[config.mk]
export PLATFORM = sky130hd
export DESIGN_NAME = ppit_ram
export DESIGN_NICKNAME = d
export VERILOG_FILES = /design/src/design/ppit_ram.sv
export SDC_FILE = /design/constraint.sdc
export NUM_CORES = 1
export LEC_CHECK = 0
export BUFFER_PORTS_ARGS = -buffer_cell sky130_fd_sc_hd__buf_2
export CAP_MARGIN = 10
export CORE_MARGIN = 2
export CORE_UTILIZATION = 30
export DETAILED_ROUTE_END_ITERATION = 8
export HOLD_SLACK_MARGIN = 0.05
export SYNTH_ARGS = -nofsm -noshare
export SYNTH_HDL_FRONTEND = slang
export SYNTH_SLANG_ARGS = --single-unit
[constraint.sdc]
create_clock -name clk -period 4.8 [get_ports clk]
set_input_delay 0.96 -clock clk [delete_from_list [all_inputs] [get_ports clk]]
set_output_delay 0.96 -clock clk [all_outputs]
set_load 0.05 [all_outputs]
[src/design/ppit_ram.sv]
// Generic single-write, single-read RAM with registered read data.
module ppit_ram #(
  parameter int WIDTH = 8,
  parameter int DEPTH = 16
) (
  input  logic                     clk,
  input  logic                     we,
  input  logic [$clog2(DEPTH)-1:0] waddr,
  input  logic [WIDTH-1:0]         wdata,
  input  logic [$clog2(DEPTH)-1:0] raddr,
  output logic [WIDTH-1:0]         rdata
);

  logic [WIDTH-1:0] mem [DEPTH];

  always_ff @(posedge clk) begin
    if (we) begin
      mem[waddr] <= wdata;
    end
    rdata <= mem[raddr];
  end

endmodule

# Word-level counts from Yosys, hierarchy flattened
# Memory sizes are Yosys's and may differ from the RTL's. A register that Yosys moved wholly into a read port is not among the register bits.
# Index checks and enable logic that the tools add are counted.
# classes
eq_ne,0
n_bitwise,0
n_shift,0
add_sub_neg,0
reduce_logical,0
div,0
magnitude_cmp,0
n_mux,2
multipliers,0
# ops
op,count
1-bit two-way mux,2
# totals
elab_cells,3
memories,1
inputBits,18
register_bits,0
latch_bits,0
mem_bits_rw,128
mem_bits_ro,0
out_inout_bits,8
# mem_list
memory,depth,word_bits,rd,rd_ports_with_merged_regs,write_ports,line,text
mem,16,8,1,1,1,14,logic [WIDTH-1:0] mem [DEPTH];

# Logic depth before layout (Yosys ltp)
# logic_depth
depth_word,2
mapped_depth,5
depth_no_buf,3

# Least setup slack after synthesis
# OpenSTA, ideal clock, no wires.
# synth_timing
path_type,input port to flip-flop
start,input waddr[2]
end,"memory mem[0][0], enable pin"
arrival_time_ns,2.070
setup_time_ns,0.383
stages,2
required_time_ns,4.417
setup_slack_ns,2.347
cell_sequence,or3b_2 nor3_1
# synth_lines
item,line,text
"start, declared",8,"input logic [$clog2(DEPTH)-1:0] waddr,"
"end, declared",14,
# No word-level cell before the write port.

==> impl_metrics.json <==
{
  "setup_tns_ps": 0,
  "die_w_um": 135,
  "pin_count": 26,
  "yosysTopAreaCell": "edfxtp_1",
  "area.sequential_um2": 4000,
  "cts_hold_buf": 0,
  "r2r_setup_slack_ps": 3410,
  "r2r-end": "rdata[5]$_DFF_P_",
  "rows": 47,
  "cts_resized": 0,
  "clock_latency_ps": 410,
  "setup_viol": 0,
  "num-fill-cells": 1558,
  "syn2layout_area_growth_pct": 18.5,
  "slew-limit-headroom_pct": 27.2,
  "p_switching_uw": 565,
  "core-area_um2": 16700,
  "cts_buffers": 17,
  "hold_viol_final": 0,
  "cp_max_fo": 32,
  "viasPerCell": 4.82,
  "first_global_vias": 2445,
  "n_antenna_cell": 0,
  "die_y_um": 135,
  "tightest_slew_ps": 1090,
  "layout.nets": 285,
  "intPower_mw": 2.24,
  "root_buffer": "clkbuf_16",
  "htreeDepth": 4,
  "grt_pass1_wl_um": 15000,
  "routed_wl_um": 10200,
  "syn_area_per_cell_um2": 22.5,
  "hp-start": "mem[7][2]$_DFFE_PP_",
  "synthCells": 229,
  "worstHoldEndpoint": "rdata[2]$_DFF_P_",
  "r2r-start": "mem[1][5]$_DFFE_PP_",
  "antenna_found_initial": 0,
  "dieArea_um2": 18200,
  "pwr-share-comb_pct": 5.1,
  "max_freq_mhz": 390,
  "ys_ff_latch": 136,
  "fin_crit_ps": 2560,
  "swShare_pct": 20.2,
  "cts_num_sinks": 136,
  "worstPathArrival_ps": 2850,
  "p_per_area_nw_per_um2": 459,
  "crit_required_ps": 5090,
  "final_util_pct": 36.5,
  "status": "finished clean",
  "ys_top_cells_by_area": "edfxtp_1 (75%), mux4_2 (7.9%), mux4_1 (7.1%)",
  "critical_path_class": "in2reg",
  "start_util_pct": 30.8,
  "fin_crit_sh_pct": 53.4,
  "cts_tree": "built",
  "p_leak_nw": 2.00,
  "drc": 0,
  "syn-num-nets": 247,
  "clkPwrFrac_pct": 47.1,
  "dp_hpwl_um": 6300,
  "rsz0062_at_grt": "false",
  "holdPathStages": 3,
  "synth.distinct_cells": 19,
  "min_path_type": "reg2reg",
  "worst_clock_skew_ps": 7.31,
  "drtIter0Drc": 175,
  "drv_slew": 0,
  "multiInputGateArea_um2": 1060,
  "syn_area_um2": 5150,
  "cts.clk_slew.worst_paths_ps": 50,
  "grt_use_total_pct": 11.9,
  "vdd_drop_max_uv": 192,
  "drive_gt1_share_pct": 27.6,
  "drtPass1Iterations": 4,
  "power_frac_seq_pct": 47.8,
  "cts.path.max_buffers": 2,
  "port_buffers": 25,
  "place_congestion": 0.760,
  "postCtsSetupRepairBufs": 0,
  "ys_seq_area_share_pct": 77.8,
  "maxCapViolCount": 0,
  "overflow": 0,
  "wl_per_cell_um": 20.5,
  "cp-end-kind": "register",
  "start_kind": "input pin",
  "ant_nets": 0,
  "yosysWarnings": 0,
  "vias": 2405,
  "grt_max_degree": 33,
  "r2r_cells": 3,
  "synth_top_area_share_pct": 74.7
}
-- how the worst max path moves through the flow --
stage             start                  end  slack, ps  cells past startpoint
2_1_floorplan  waddr[2]  mem[0][0]$_DFFE_PP_       2350                      2
3_3_place_gp   waddr[2]  mem[0][4]$_DFFE_PP_       1680                      3
3_5_place_dp   raddr[0]     rdata[5]$_DFF_P_       1750                      4
4_1_cts        raddr[0]     rdata[5]$_DFF_P_       2180                      4
5_1_grt        raddr[0]     rdata[5]$_DFF_P_       2070                      4
6_report       raddr[0]     rdata[5]$_DFF_P_       2240                      4
-- power by group through the flow --
stage	Sequential, mW	Combinational [mW]	Clock (mW)
after CTS	1.34	0.146	1.34
after global routing	1.34	0.155	1.38
after floorplan	1.39	0.0674	0
after detailed placement	1.36	0.145	0
final	1.34	0.143	1.32
after global placement	1.36	0.142	0
-- registers in the layout (all words and copies together), names as in the netlist --
register  count
mem         128
rdata         8
-- worst max-delay path, cell delays in order --
cell and delay (ps):
buf_2 800, mux4_1 670, a22oi_1 290, nand2_1 100
-- cells in the final DEF (no fill, tap or decap), drive strengths merged --
| master | Yosys | routed |
|---|---|---|
| bufinv | 0 | 4 |
| dfxtp | 8 | 8 |
| clkinvlp | 0 | 4 |
| nand3b | 2 | 2 |
| mux4 | 32 | 32 |
| buf | 7 | 29 |
| edfxtp | 128 | 128 |
| nor2 | 13 | 13 |
| clkbuf | 0 | 17 |
| nand3 | 1 | 1 |
| a22oi | 16 | 16 |
| clkinv | 0 | 5 |
| and2b | 1 | 1 |
| or3b | 1 | 1 |
| nand2 | 9 | 9 |
| nand2b | 2 | 2 |
| nor2b | 1 | 1 |
| nor3 | 4 | 4 |
| inv | 0 | 1 |
| and2 | 1 | 1 |
-- cells in the mapped netlist --
cell and n:
or3b_2 1, buf_2 3, and2b_1 1, nand3_1 1
dfxtp_1 8, nand3b_1 2, buf_6 3, and2_1 1
nor3_1 4, mux4_1 14, mux4_2 18, buf_4 1
nand2b_1 2, nand2_1 9, edfxtp_1 128, clkdlybuf4s25_2 3
a22oi_1 16, nor2b_1 1, nor2_1 13
-- per-layer routing --
| layer | global-route usage [%] | share of wire, % | wire length, um | vias to the layer above |
|---|---|---|---|---|
| li1 | - | - | - | 1047 |
| met1 | 16.5 | 46 | 4720 | 1276 |
| met2 | 17.9 | 47 | 4840 | 69 |
| met3 | 3.34 | 5.0 | 510 | 13 |
| met4 | 4.69 | 1.6 | 162 | 0 |
| met5 | 0 | 0 | 0 | - |
-- kinds of logic after synthesis --
logic type | count (synthesis) | share of synthesized area, %
compound gates | 16 | 2.33
buf+inv | 10 | 1.68
flops | 136 | 77.8
mux | 32 | 15.0
simple gates | 35 | 3.18
-- layout make-up --
class / count / share of cell area [%]
Sequential cell: 136 / 65.7
Multi-Input combinational cell: 83 / 17.3
Clock buffer: 17 / 6.98
Tap cell: 220 / 4.51
Clock inverter: 14 / 2.97
Timing Repair Buffer: 29 / 2.54
-- through the flow --
stage,cells,power [mW],setup slack (ps),area (um^2),hold WS [ps]
2_1_floorplan,229,1.45,2350,5150,629
3_3_place_gp,467,1.50,1680,5480,651
3_5_place_dp,468,1.51,1750,5490,649
4_1_cts,499,2.82,2180,6100,668
5_1_grt,499,2.87,2070,6100,708
6_report,499,2.80,2240,6100,659
(Power assumes the default switching activity.)
